$ cat src/hw/rtl/event_priority_queue_top_macros.svh
// Assertion macros for the event priority queue.
// Used by event_priority_queue_top; needs i_clk and i_rst_n in scope.
`ifndef EVENT_PRIORITY_QUEUE_TOP_MACROS_SVH
`define EVENT_PRIORITY_QUEUE_TOP_MACROS_SVH

// implication checked at every clock edge outside reset
`define EPQ_ASSERT_IMP(lbl, ante, cons, msg) \
    lbl: assert property (@(posedge i_clk) disable iff (!i_rst_n) (ante) |-> (cons)) \
        else $error(msg);

// implication with the consequent checked in the next cycle
`define EPQ_ASSERT_NXT(lbl, ante, cons, msg) \
    lbl: assert property (@(posedge i_clk) disable iff (!i_rst_n) (ante) |=> (cons)) \
        else $error(msg);

`endif

$ cat src/hw/rtl/epq_pkg.sv
// Shared types, codes and the ordering function of the event priority queue.
// No dependencies.
package epq_pkg;

    localparam int CAPACITY_DEF = 256;
    localparam int ID_W         = 8;
    localparam int ID_SLOTS     = 256;
    localparam int DATA_W       = 32;
    localparam int CNT_W        = 9;
    localparam int STAT_W       = 3;

    localparam logic [1:0] CMD_INSERT  = 2'd0;
    localparam logic [1:0] CMD_DELETE  = 2'd1;
    localparam logic [1:0] CMD_PEEK    = 2'd2;
    localparam logic [1:0] CMD_EXTRACT = 2'd3;

    localparam logic [STAT_W-1:0] ST_OK      = 3'd0;
    localparam logic [STAT_W-1:0] ST_FULL    = 3'd1;
    localparam logic [STAT_W-1:0] ST_EMPTY   = 3'd2;
    localparam logic [STAT_W-1:0] ST_ABSENT  = 3'd3;
    localparam logic [STAT_W-1:0] ST_PRESENT = 3'd4;

    typedef struct packed {
        logic [ID_W-1:0]          id;
        logic signed [DATA_W-1:0] x;
        logic signed [DATA_W-1:0] key;
    } t_entry;

    typedef struct packed {
        logic            ins;
        logic            del;
        logic [ID_W-1:0] del_id;
        t_entry          entry;
    } t_ctl;

    // a precedes b: lower key, then lower x; a full tie puts a (newer) first
    function automatic logic lex_le(input t_entry a, input t_entry b);
        logic r;
        if (a.key != b.key) begin
            r = (a.key < b.key);
        end else begin
            r = (a.x <= b.x);
        end
        return r;
    endfunction

endpackage

$ cat src/hw/rtl/epq_cell.sv
// One cell of the sorted entry chain: holds one entry, shifts on insert,
// closes a hole from its right neighbour. Depends on epq_pkg.
module epq_cell
    import epq_pkg::*;
(
    input  logic   i_clk,
    input  logic   i_rst_n,
    input  t_ctl   i_ctl,
    input  t_entry i_prev,
    input  logic   i_prev_valid,
    input  logic   i_prev_p,
    input  t_entry i_next,
    input  logic   i_next_valid,
    output t_entry o_entry,
    output logic   o_valid,
    output logic   o_p
);

    t_entry r_entry, n_entry;
    logic   r_valid, n_valid;

    assign o_p     = !r_valid || lex_le(i_ctl.entry, r_entry);
    assign o_entry = r_entry;
    assign o_valid = r_valid;

    always_comb begin
        n_entry = r_entry;
        n_valid = r_valid;
        if (i_ctl.ins) begin
            if (o_p && !i_prev_p) begin
                n_entry = i_ctl.entry;
                n_valid = 1'b1;
            end else if (o_p) begin
                n_entry = i_prev;
                n_valid = i_prev_valid;
            end
        end else if (i_ctl.del && r_valid && (r_entry.id == i_ctl.del_id)) begin
            n_valid = 1'b0;
        end else if (!r_valid && i_next_valid) begin
            n_entry = i_next;
            n_valid = 1'b1;
        end else if (r_valid && !i_prev_valid) begin
            n_valid = 1'b0;
        end
    end

    always_ff @(posedge i_clk) begin
        if (!i_rst_n) begin
            r_valid <= 1'b0;
        end else begin
            r_valid <= n_valid;
        end
        r_entry <= n_entry;
    end

endmodule
$ cat config.mk
export PLATFORM = sky130hd
export DESIGN_NAME = epq_cell
export DESIGN_NICKNAME = d
export VERILOG_FILES = /design/src/hw/rtl/event_priority_queue_top_macros.svh /design/src/hw/rtl/epq_pkg.sv /design/src/hw/rtl/epq_cell.sv
export SDC_FILE = /design/constraint.sdc
export NUM_CORES = 1
export LEC_CHECK = 0
export BUFFER_PORTS_ARGS = -buffer_cell sky130_fd_sc_hd__clkbuf_2
export CELL_PAD_IN_SITES_DETAIL_PLACEMENT = 1
export CELL_PAD_IN_SITES_GLOBAL_PLACEMENT = 2
export CORE_UTILIZATION = 29
export CTS_BUF_LIST = sky130_fd_sc_hd__clkbuf_4
export CTS_CLUSTER_DIAMETER = 30
export DETAILED_ROUTE_END_ITERATION = 7
export HOLD_SLACK_MARGIN = 0.02
export PLACE_DENSITY = 0.91
export RECOVER_POWER = 25
export SLEW_MARGIN = 20
export SYNTH_ARGS = -nofsm -noshare
export SYNTH_HDL_FRONTEND = slang
export SYNTH_SLANG_ARGS = --single-unit
$ cat constraint.sdc
create_clock -name i_clk -period 5.3 [get_ports i_clk]
set_input_delay 0.53 -clock i_clk [delete_from_list [all_inputs] [get_ports i_clk]]
set_output_delay 0.53 -clock i_clk [all_outputs]
set_load 0.1 [all_outputs]
======== Word level (Yosys, flattened, before mapping) ========
Index checks and enable logic that the tools add are counted.
storage, ports and cells
  register bits ........................... 73
  output and inout bits ................... 74
operators by class
  $lt $le $gt $ge ......................... 2
  reduce and logical (&&, ||, !) cells .... 13
  muxes and demuxes ....................... 12
  eq/ne operators ......................... 4
operators by type and width
  cell                  number
  $mux W72              5
  $le A32 B32 Y1        1
  $lt A32 B32 Y1        1
  $ne A32 B32 Y1        1
  $eq A8 B8 Y1          1
  $mux W1               7
  $logic_and A1 B1 Y1   5
  $reduce_bool A4 Y1    1
  $logic_not A1 Y1      3
  $ne A3 B1 Y1 const B  1
  $reduce_and A3 Y1     1
  $ne A2 B2 Y1 const B  1
  $reduce_and A2 Y1     1
  $reduce_bool A2 Y1    1
  $logic_or A1 B1 Y1    1

======== Longest topological paths before layout ========
Gate-level depths: netlist (run 1).
  depth in word-level cells ............... 6
  mapped depth ............................ 11

======== Worst setup path before layout (run 1) ========
No wires, ideal clock.
  path type ............................... register -> register
  start point ............................. register r_entry (netlist bit o_entry[31])
  end point ............................... register r_entry (netlist bit o_entry[0]) (enable)
  arrival ................................. 4.565 ns
  path slack .............................. 0.298 ns
  cell stages (with the launch flop) ...... 9
  buffers on the path ..................... 0
  cell sequence ........................... edfxtp_1 > inv_1 > ha_1 > nand3_2 > or4_4 > or4_4 > nand4_4 > o21a_1 > a31o_1
between the ends
  word-level cells in the longest chain between the ends .. 6
  elaborated cells on any way between the ends .. 7
ends and longest elaborated chain
  what                                              line                          source
  start, declared                                   epq_cell.sv:19                t_entry r_entry, n_entry;
  start signal, assigned                            epq_cell.sv:53                r_entry <= n_entry;
  $lt A32 B32 Y1 or $ne A32 B32 Y1 (tied branches)  epq_pkg.sv:40, epq_pkg.sv:39
  $mux W1 *                                         epq_pkg.sv:39                 if (a.key != b.key) begin
  $logic_or A1 B1 Y1 *                              epq_cell.sv:22                assign o_p = !r_valid || lex_le(i_ctl.entry, r_entry);
  $logic_and A1 B1 Y1                               epq_cell.sv:30                if (o_p && !i_prev_p) begin
  $ne A3 B1 Y1 (no source line) *                   --
  $reduce_and A3 Y1 (no source line) *              --
Mark *: on every way between the ends. The rest lies on a longest branch, timed or not.
A chain may end at the register's enable or synchronous reset.

======== Final worst setup path (run 1) ========
  start point ............................. register r_entry (netlist bit o_entry[31])
  end point ............................... output o_p
between the ends
  word-level cells in the longest chain between the ends .. 3
  elaborated cells on any way between the ends .. 4
ends and longest elaborated chain
  what                                              line                          source
  $lt A32 B32 Y1 or $ne A32 B32 Y1 (tied branches)  epq_pkg.sv:40, epq_pkg.sv:39
  $mux W1 *                                         epq_pkg.sv:39
  $logic_or A1 B1 Y1 *                              epq_cell.sv:22
  end, declared                                     epq_cell.sv:16                output logic o_p
Marks and branches as above.

==> results of run 1 <==
## synthesized netlist by cell type (all sizes together) (2+ instances only)
cell type,instances,area share
a2111o,2,0.0032
a211oi,3,0.0032
a21o,6,0.0063
a21oi,22,0.015
a221oi,2,0.0025
a31o,2,0.0025
a31oi,5,0.0044
and2,75,0.066
and4,6,0.0074
buf,18,0.030
clkbuf,35,0.018
edfxtp,72,0.30
ha,64,0.11
inv,141,0.074
nand2,86,0.045
nand3,8,0.0063
nand4,8,0.0091
nor2,6,0.0032
nor2b,4,0.0035
nor4,4,0.0044
o211ai,5,0.0079
o21ai,7,0.0049
o221ai,72,0.15
o31ai,75,0.079
or3,2,0.0025
or4,3,0.0042
xnor2,5,0.0062
xor2,3,0.0037
## critical path, cell delays in order, from the launching register on
cell	delay (ns)
sky130_fd_sc_hd__edfxtp_1	0.41
sky130_fd_sc_hd__inv_1	0.07
sky130_fd_sc_hd__ha_1	0.34
sky130_fd_sc_hd__nand3_2	0.12
sky130_fd_sc_hd__or4_4	0.58
sky130_fd_sc_hd__or4_4	0.58
sky130_fd_sc_hd__a21oi_1	0.13
sky130_fd_sc_hd__nand2_1	0.06
sky130_fd_sc_hd__a211o_1	0.32
sky130_fd_sc_hd__and2_1	0.22
sky130_fd_sc_hd__clkbuf_2	0.38
## placed cells by master, fill, tap and decap left out, types with 4 or more instances in the layout
cell,instances
sky130_fd_sc_hd__a31oi_1,5
sky130_fd_sc_hd__clkbuf_2,249
sky130_fd_sc_hd__a21oi_1,22
sky130_fd_sc_hd__buf_4,5
sky130_fd_sc_hd__and4_1,6
sky130_fd_sc_hd__inv_1,141
sky130_fd_sc_hd__nand2_1,86
sky130_fd_sc_hd__ha_1,64
sky130_fd_sc_hd__nor2_1,6
sky130_fd_sc_hd__clkbuf_1,54
sky130_fd_sc_hd__xnor2_1,5
sky130_fd_sc_hd__o21ai_0,4
sky130_fd_sc_hd__and2_1,75
sky130_fd_sc_hd__a21o_1,6
sky130_fd_sc_hd__nand3_1,7
sky130_fd_sc_hd__o221ai_2,70
sky130_fd_sc_hd__nor2b_1,4
sky130_fd_sc_hd__nand4_1,7
sky130_fd_sc_hd__o31ai_1,75
sky130_fd_sc_hd__clkbuf_4,9
sky130_fd_sc_hd__edfxtp_1,72
## state kept, by name, indices dropped and copies added (netlist names)
| name | flops |
|---|---|
| o_entry | 72 |
| o_valid | 1 |
## stage by stage
stage	std cells	utilization	hold slack, ns
2_1_floorplan	752	-	0.659
3_3_place_gp	1329	0.370	0.787
3_5_place_dp	1329	0.370	0.778
4_1_cts	1343	0.374	0.236
5_1_grt	1343	0.371	0.263
6_report	1343	0.371	0.295
## logic make-up after synthesis
| group | after synthesis | share of synthesized area |
|---|---|---|
| flops | 73 | 0.307 |
| buf+inv | 194 | 0.122 |
| xor+xnor | 8 | 0.00984 |
| fa+ha+maj | 64 | 0.112 |
| simple gates | 205 | 0.155 |
| compound gates | 208 | 0.294 |
## path summary, 6_finish.rpt
check,from,to,slack (ns)
max reg2reg,o_entry[31],o_entry[20],1.26
min,i_rst_n,o_valid,0.29
min reg2reg,o_valid,o_valid,0.81
max,o_entry[31],o_p,1.09
## power by group
part	total, W	switching [W]	internal [W]
clock	0.000305	0.000219	0.0000868
sequential	0.000790	0.0000467	0.000743
combinational	0.00128	0.000979	0.000302
## cell type report
cell class / count / share of cell area
Clock inverter: 5 / 0.00284
Sequential cell: 73 / 0.247
Inverter: 141 / 0.0600
Multi-Input combinational cell: 485 / 0.462
Tap cell: 319 / 0.0453
Clock buffer: 9 / 0.00766
Timing Repair Buffer: 311 / 0.175
## routing by layer
layer,vias up,global-route usage
met5,-,0
met4,0,0.0623
met3,25,0.0384
met2,207,0.330
met1,3143,0.246
li1,3285,-
==> run_results.csv, run 1 <==
group,metric,value,unit
synthesis,synth_edf_count,72,
clocking,post-cts-setup-buffer-count,0,
timing,final_period_minus_worst_setup_slack,4.21,ns
final_layout,final_layout_size_suffix_gt1_frac,0.344,
min_path,worst_hold_path_type,"input port to flip-flop",
clocking,tritoncts_num_sinks,73,
timing,timing.setup.tns,0,ns
route,route.met3.wl,1410,um
synthesis,ys_ff_latch,73,
synthesis,post_synth_num_cell_types,50,
worst_setup_path,ff2ff_path_depth,10,
clocking,cts_made_buffers,9,
run_status,status,"completed",
power,vdd_ir_drop_max,0.102,mV
final_layout,multi_input_area,0.00407,sq mm
synthesis,syn_area,0.00712,sq mm
route,drt_first_iter_violations,244,
worst_setup_path,setup.worst_path.start_class,"flip-flop",
clocking,cts_resized,0,
run,maxCapViolations,0,
power,finalPower,0.00238,W
route,detail_route.first_pass.iterations,4,
die,die_x,159,um
power,powerDensity,269,mW/mm^2
die,pin_count,305,
timing,timing.max_slew.rel_slack,0.167,
final_layout,final_area,0.00882,sq mm
place,cell_area_after_placement,0.00879,sq mm
synthesis,synth-seq-area-share,0.307,
die,fp.dieArea,0.0252,sq mm
synthesis,syn_inst,752,
clocking,ctsRootBufferMaster,"sky130_fd_sc_hd__clkbuf_4",
clocking,tritoncts,"done",
final_layout,area.sequential,0.00218,sq mm
worst_setup_path,crit_path_end_kind,"primary output",
route,dr_total_vias,6660,
timing,fin_worst_skew,0.0268,ns
clocking,path_clk_slew,0.13,ns
die,coreArea,0.0238,sq mm
route,remaining_drc_errors,0,
die,initial_core_util,0.300,
worst_setup_path,worst_ep_arrival_time,3.68,ns
final_layout,diodes,0,
worst_setup_path,required,4.77,ns
min_path,min_delay_path_depth,3,
synthesis,synth_ff_type,"sky130_fd_sc_hd__edfxtp_1",
route,via_per_inst,4.96,
clocking,h_tree_levels,3,
worst_setup_path,timing.setup.critical_path_class,"flip-flop to primary output",
die,vertical_die_dimension,159,um
grt,grt_overflow_total,0,
worst_setup_path,path_max_fanout,4,
final_layout,fillers,2930,
grt,via_count_of_the_first_global_routing_pass,7007,
route,drt-met1-wl,10700,um
place,place.gp.congestion,0.775,
timing,final.period_utilization,0.795,
final_layout,area.growth.synth_to_final,23.9,%
place,detailedPlacementHpwl,18600,um
die,row_count,56,
timing,finalHoldViolations,0,
place,dp_slack,1.08,ns
clocking,worst_skew_pair.late_latency,0.45,ns
final_layout,design.final.nets,1316,
grt,grt_start_max_net_pins,86,
timing,finalSetupViolations,0,
synthesis,yosysWarningCount,0,
synthesis,async_set_or_reset_flop_fraction_in_the_synthesized_netlist,0,
power,power_leakage,4.18,nW
timing,fmax,0.237,GHz
timing,drv_slew,0,
route,drtAntennaViolNets,0,
place,portBuffers,304,
grt,grt_util_all_layers,0.194,
clocking,ctsHoldBuffers,0,
grt,initial_antenna_violation_count,0,
synthesis,synthesized_netlist_net_count,1047,
synthesis,syn-mean-instance-area,9.47,sq um
route,wl_per_cell,18.0,um
route,drt-total-wl,24200,um
timing,worst_margin_slew,1.25,ns
route,wl_met2,11600,um
grt,grt_pass1_wl,37100,um
route,route.top_layer_used,"met4",
timing,unrepaired_setup_endpoints_after_global_routing,"false",
clocking,max-clock-path-buffers,2,
timing,fin_ws,1.09,ns
Note: power is estimated with default switching activity, not from simulation.
==> run 2: changes to the inputs <==
ABC_AREA = 1   (was unset)
CORE_UTILIZATION = 22   (was 29)
PLACE_DENSITY = 0.86   (was 0.91)
clock period = 3.6 ns   (was 5.3 ns; I/O delays follow)
==> run_results.csv, run 2 <==
group,metric,value,unit
run_status,status,"completed",
worst_setup_path,timing.critical_path.slowest_stage_cell,"sky130_fd_sc_hd__clkbuf_2",
min_path,worst_hold_path_type,"input port to flip-flop",
final_layout,layout_commonest_cell,"sky130_fd_sc_hd__nand2_1",
grt,initial_antenna_violation_count,1,
clocking,ctsRootBufferMaster,"sky130_fd_sc_hd__clkbuf_4",
timing,final.period_utilization,0.880,
route,drtAntennaViolNets,0,
die,vertical_die_dimension,168,um
clocking,worst_skew_pair.late_latency,0.46,ns
power,vdd_ir_drop_max,0.143,mV
timing,fin_worst_skew,0.0286,ns
synthesis,synth_compound_gate_area_share,0.100,
clocking,cts_resized,0,
timing,fmax,0.316,GHz
synthesis,syn-mean-instance-area,7.09,sq um
clocking,cts_made_buffers,9,
clocking,tritoncts_num_sinks,73,
final_layout,design.final.nets,1437,
synthesis,synthesized_netlist_net_count,1147,
clocking,ctsHoldBuffers,0,
clocking,max-clock-path-buffers,2,
clocking,h_tree_levels,3,
synthesis,yosysWarningCount,0,
worst_setup_path,rrSetupSlack,0.58,ns
timing,worst_margin_slew,1.24,ns
clocking,path_clk_slew,0.13,ns
final_layout,number_of_flip_flops_under_the_largest_register_name,72,
place,detailedPlacementHpwl,17300,um
power,finalPower,0.00344,W
synthesis,yosys.cell_count.top_type,"sky130_fd_sc_hd__nand2_1",
route,remaining_drc_errors,0,
final_layout,area.growth.synth_to_final,31.7,%
final_layout,final_area,0.00795,sq mm
synthesis,syn_inst,852,
die,coreArea,0.0270,sq mm
route,via_per_inst,4.29,
grt,grt_util_all_layers,0.157,
timing,drv_slew,0,
synthesis,post-synth-top-area-cell,"sky130_fd_sc_hd__edfxtp_1",
worst_setup_path,timing.critical_path.max_delay_family,"simple AND/OR/NAND/NOR gates",
grt,grt_overflow_total,0,
place,portBuffers,304,
worst_setup_path,required,3.24,ns
synthesis,area_contributors_post_synth,"sky130_fd_sc_hd__edfxtp_1 (36%), sky130_fd_sc_hd__nand2_1 (18%), sky130_fd_sc_hd__ha_1 (13%)",
timing,finalHoldViolations,0,
die,row_count,60,
min_path,worst_hold_startpoint,"i_rst_n",
timing,final_period_minus_worst_setup_slack,3.17,ns
power,powerDensity,432,mW/mm^2
route,drt_first_iter_violations,215,
route,drt-total-wl,21900,um
worst_setup_path,path_max_fanout,6,
die,die_x,168,um
worst_setup_path,reg2reg_from,"o_entry[15]",
synthesis,synth_top_family_by_area,"simple AND/OR/NAND/NOR gates",
worst_setup_path,setup.worst_path.start_class,"flip-flop",
route,dr_total_vias,6385,
final_layout,final_cell_mix,"sky130_fd_sc_hd__nand2_1 (288), sky130_fd_sc_hd__clkbuf_2 (249), sky130_fd_sc_hd__inv_1 (153)",
die,initial_core_util,0.224,
worst_setup_path,crit_path_max_incr_delay,0.48,ns
clocking,post-cts-setup-buffer-count,0,
grt,grt_pass1_wl,34300,um
synthesis,synth_edf_count,72,
worst_setup_path,crit_path_cell_trace,"inv_2 -> ha_4 -> nand2_1 -> nor2_2 -> nand2_1 -> nor4_2 -> nand2_1 -> nand2_1 -> nand2_1 -> nand3_2 -> nand2_2 -> nand2_4 -> clkbuf_2",
grt,via_count_of_the_first_global_routing_pass,6592,
synthesis,yosysTopAreaCellShare,0.358,
synthesis,synth-seq-area-share,0.361,
worst_setup_path,timing.setup.critical_path_class,"flip-flop to primary output",
worst_setup_path,cp-startpoint,"o_entry[63]",
route,wl_per_cell,14.7,um
synthesis,synth_xor_area_frac,0.0116,
synthesis,ys_ff_latch,73,
grt,grt_start_max_net_pins,74,
place,place.gp.congestion,0.793,
worst_setup_path,worst_ep_arrival_time,2.81,ns
timing,timing.max_slew.rel_slack,0.175,
synthesis,syn_area,0.00604,sq mm
final_layout,final_layout_size_suffix_gt1_frac,0.252,
timing,finalSetupViolations,0,
final_layout,finish.utilization,0.295,
synthesis,synth_top_cells_by_count,"sky130_fd_sc_hd__nand2_1 (290), sky130_fd_sc_hd__inv_1 (156), sky130_fd_sc_hd__nor2_1 (85)",
worst_setup_path,crit_path_end_kind,"primary output",
route,detail_route.first_pass.iterations,4,
run,maxCapViolations,0,
die,fp.dieArea,0.0281,sq mm
synthesis,async_set_or_reset_flop_fraction_in_the_synthesized_netlist,0,
power,power_leakage,4.40,nW
synthesis,synth_ff_type,"sky130_fd_sc_hd__edfxtp_1",
worst_setup_path,path_common_cell,"sky130_fd_sc_hd__nand2_1",
worst_setup_path,critical_path.n_buffers_inverters,2,
timing,unrepaired_setup_endpoints_after_global_routing,"false",
synthesis,mux_share_of_post_synthesis_cell_area,0,
synthesis,synthSimpleGateAreaFrac,0.264,
clocking,tritoncts,"done",
die,pin_count,305,
place,cell_area_after_placement,0.00791,sq mm
synthesis,synth-adder-area-share,0.133,
synthesis,post_synth_num_cell_types,29,
==> run 2: cell count changes after synthesis, moves of 15 or more <==
cell,before,now
sky130_fd_sc_hd__and2_1,75,0
sky130_fd_sc_hd__o221ai_2,70,0
sky130_fd_sc_hd__nor2_1,6,85
sky130_fd_sc_hd__nand2_1,86,290
sky130_fd_sc_hd__o31ai_1,75,0
sky130_fd_sc_hd__o21ai_1,3,70
sky130_fd_sc_hd__inv_1,141,156
sky130_fd_sc_hd__clkbuf_1,35,15
==> run 2: worst paths after layout <==
kind,to,depth (start not counted)
setup / recovery,o_p,13
hold / removal,o_valid,3
setup reg to reg,o_entry[68],16
hold reg to reg,o_valid,2
==> run 2: worst min-delay path, stage by stage <==
cell	delay [ns]
sky130_fd_sc_hd__clkbuf_2	0.08
sky130_fd_sc_hd__inv_1	0.04
sky130_fd_sc_hd__a21oi_1	0.03
==> run 2: cells by family after synthesis <==
kind of cell / count (synthesis)
xor gates and xnor gates: 8
buffers and inverters: 188
AOI/OAI and AO/OA: 118
DFF: 73
adders and majority gates: 64
and+or+nand+nor: 401
==> run 2: metrics by stage <==
step	setup TNS, ns	setup WS [ns]	cells	hold WS, ns
after floorplan	-11.53	-0.159	852	0.469
after global placement	0	0.389	1472	0.558
after detailed placement	0	0.368	1472	0.564
after CTS	0	0.249	1488	0.0376
after global routing	0	0.107	1489	0.0763
final	0	0.432	1489	0.0900
==> run 2: power by group <==
part,switching [W],total (W),internal [W]
clock network,0.000349,0.000511,0.000162
logic,0.00138,0.00177,0.000390
registers,0.0000699,0.00116,0.00109
==> run 2: per-layer routing <==
layer  vias up  GRT usage  share of wire
li1       3248          -              -
met1      2913      0.193           0.45
met2       211      0.273           0.48
met3        13     0.0369          0.064
met4         0     0.0423          0.011
met5         -          0              0
==> run 2: layout make-up <==
cell class,count,area [sq um]
diodes,1,2.50
clock buffers,12,90.1
repair buffers,309,1530
multi-input cells,591,3100
inverters,158,597
flip-flops and latches,73,2180
well taps,341,427
fillers,3512,19000
clock inverters,4,20.0
==> run 3: changes to the inputs <==
==> constraint.sdc (replaced) <==
create_clock -name i_clk -period 3.6 [get_ports i_clk]
set_input_delay 0.72 -clock i_clk [delete_from_list [all_inputs] [get_ports i_clk]]
set_output_delay 0.72 -clock i_clk [all_outputs]
set_load 0.1 [all_outputs]
==> run_results.csv, run 3 (synthesis results as in run 2) <==
group,metric,value,unit
die,coreArea,0.0270,sq mm
worst_setup_path,ff2ff_path_depth,16,
clocking,cts_made_buffers,9,
worst_setup_path,path_max_fanout,6,
worst_setup_path,crit_path_end_kind,"primary output",
clocking,path_clk_slew,0.14,ns
grt,via_count_of_the_first_global_routing_pass,6682,
final_layout,final_cell_count_no_fill,1493,
final_layout,layout_commonest_cell,"sky130_fd_sc_hd__nand2_1",
clocking,ctsRootBufferMaster,"sky130_fd_sc_hd__clkbuf_4",
die,fp.dieArea,0.0281,sq mm
clocking,tritoncts,"done",
route,detail_route.first_pass.iterations,4,
timing,fmax,0.309,GHz
power,power_frac_seq,0.317,
worst_setup_path,setup.worst_path.start_class,"flip-flop",
final_layout,area.growth.synth_to_final,34.0,%
final_layout,design.final.nets,1441,
run_status,status,"completed",
clocking,cts_resized,0,
die,row_count,60,
power,powerDensity,451,mW/mm^2
clocking,post-cts-setup-buffer-count,0,
timing,timing.max_slew.rel_slack,0.164,
die,pin_count,305,
worst_setup_path,timing.setup.critical_path_class,"flip-flop to primary output",
grt,grt_pass1_wl,34700,um
route,remaining_drc_errors,0,
grt,grt_overflow_total,0,
timing,drv_slew,0,
final_layout,final_cell_mix,"sky130_fd_sc_hd__nand2_1 (288), sky130_fd_sc_hd__clkbuf_2 (248), sky130_fd_sc_hd__inv_1 (153)",
min_path,worst_hold_path_type,"input port to flip-flop",
power,finalPower,0.00365,W
grt,initial_antenna_violation_count,2,
run,maxCapViolations,0,
clocking,h_tree_levels,3,
timing,fin_ws,0.363,ns
final_layout,finish.utilization,0.300,
clocking,tritoncts_num_sinks,73,
clocking,worst_skew_pair.late_latency,0.46,ns
place,placed_cells,1476,
die,vertical_die_dimension,168,um
final_layout,fillers,3481,
route,drt-total-wl,22200,um
place,detailedPlacementHpwl,17800,um
route,via_per_inst,4.30,
timing,finalHoldViolations,0,
route,dr_total_vias,6423,
clocking,max-clock-path-buffers,2,
power,vdd_ir_drop_max,0.166,mV
timing,final_period_minus_worst_setup_slack,3.24,ns
timing,final.period_utilization,0.899,
worst_setup_path,required,2.88,ns
timing,fin_worst_skew,0.0311,ns
power,net_switching,0.00181,W
power,clock_power_share,0.191,
route,drt_first_iter_violations,257,
final_layout,final_layout_size_suffix_gt1_frac,0.252,
route,drtAntennaViolNets,0,
power,power_leakage,4.46,nW
grt,grt_util_all_layers,0.159,
die,initial_core_util,0.224,
route,wl_per_cell,14.8,um
timing,worst_margin_slew,1.26,ns
power,power.combinational.fraction,0.492,
timing,whs,0.464,ns
worst_setup_path,worst_ep_arrival_time,2.52,ns
die,die_x,168,um
final_layout,number_of_flip_flops_under_the_largest_register_name,72,
min_path,min_delay_path_depth,3,
grt,grt_start_max_net_pins,54,
timing,finalSetupViolations,0,
timing,unrepaired_setup_endpoints_after_global_routing,"false",
place,portBuffers,304,
power,switching_share,0.496,
power,cellInternalPower,0.00184,W
place,dp_slack,0.341,ns
clocking,ctsHoldBuffers,0,
place,place.gp.congestion,0.782,
==> run 3: worst max-delay path: stages, from the launching register on <==
cell,delay [ns]
sky130_fd_sc_hd__edfxtp_1,0.46
sky130_fd_sc_hd__inv_2,0.10
sky130_fd_sc_hd__ha_4,0.21
sky130_fd_sc_hd__a21oi_1,0.21
sky130_fd_sc_hd__o21a_1,0.16
sky130_fd_sc_hd__nand2_1,0.05
sky130_fd_sc_hd__a21oi_1,0.24
sky130_fd_sc_hd__nand2_1,0.09
sky130_fd_sc_hd__nand2_1,0.06
sky130_fd_sc_hd__nand3_1,0.06
sky130_fd_sc_hd__nand2_1,0.07
sky130_fd_sc_hd__inv_2,0.06
sky130_fd_sc_hd__nand2_4,0.11
sky130_fd_sc_hd__buf_12,0.19
==> run 3: metrics by stage <==
stage          area (sq um)  TNS (ns)
3_3_place_gp           7980         0
2_1_floorplan          6080    -11.53
4_1_cts                8150         0
3_5_place_dp           7980         0
6_report               8090         0
5_1_grt                8090         0
==> run 3: per-layer routing <==
metal / routed length, um / part of all wire / GRT usage
met1: 9560 / 0.43 / 0.189
met2: 10600 / 0.48 / 0.279
met3: 1670 / 0.076 / 0.0411
met4: 337 / 0.015 / 0.0459
met5: 13 / 0.00059 / 0
==> run 3: area by class of cell <==
class,instances,area [sq um],area share
antenna,1,2.50,0.000309
sequential,73,2180,0.270
timing repair buffer,313,1600,0.198
clock buffer,9,67.6,0.00835
inverter,158,597,0.0738
clock inverter,7,109,0.0135
multi-input combinational,591,3100,0.384
tap,341,427,0.0527
==> run 3: worst paths after layout <==
check              startpoint          end  slack (ns)
setup / recovery  o_entry[31]          o_p        0.36
hold / removal        i_rst_n      o_valid        0.46
hold reg to reg       o_valid      o_valid        0.60
setup reg to reg  o_entry[31]  o_entry[13]        0.84
==> run 3: power by group through the flow <==
stage,sequential [W],combinational [W],clock [W]
global route,0.00117,0.00195,0.000756
CTS,0.00116,0.00185,0.000740
floorplan,0.00198,0.000574,0
detailed placement,0.00118,0.00184,0
finish,0.00116,0.00180,0.000696
global placement,0.00117,0.00182,0
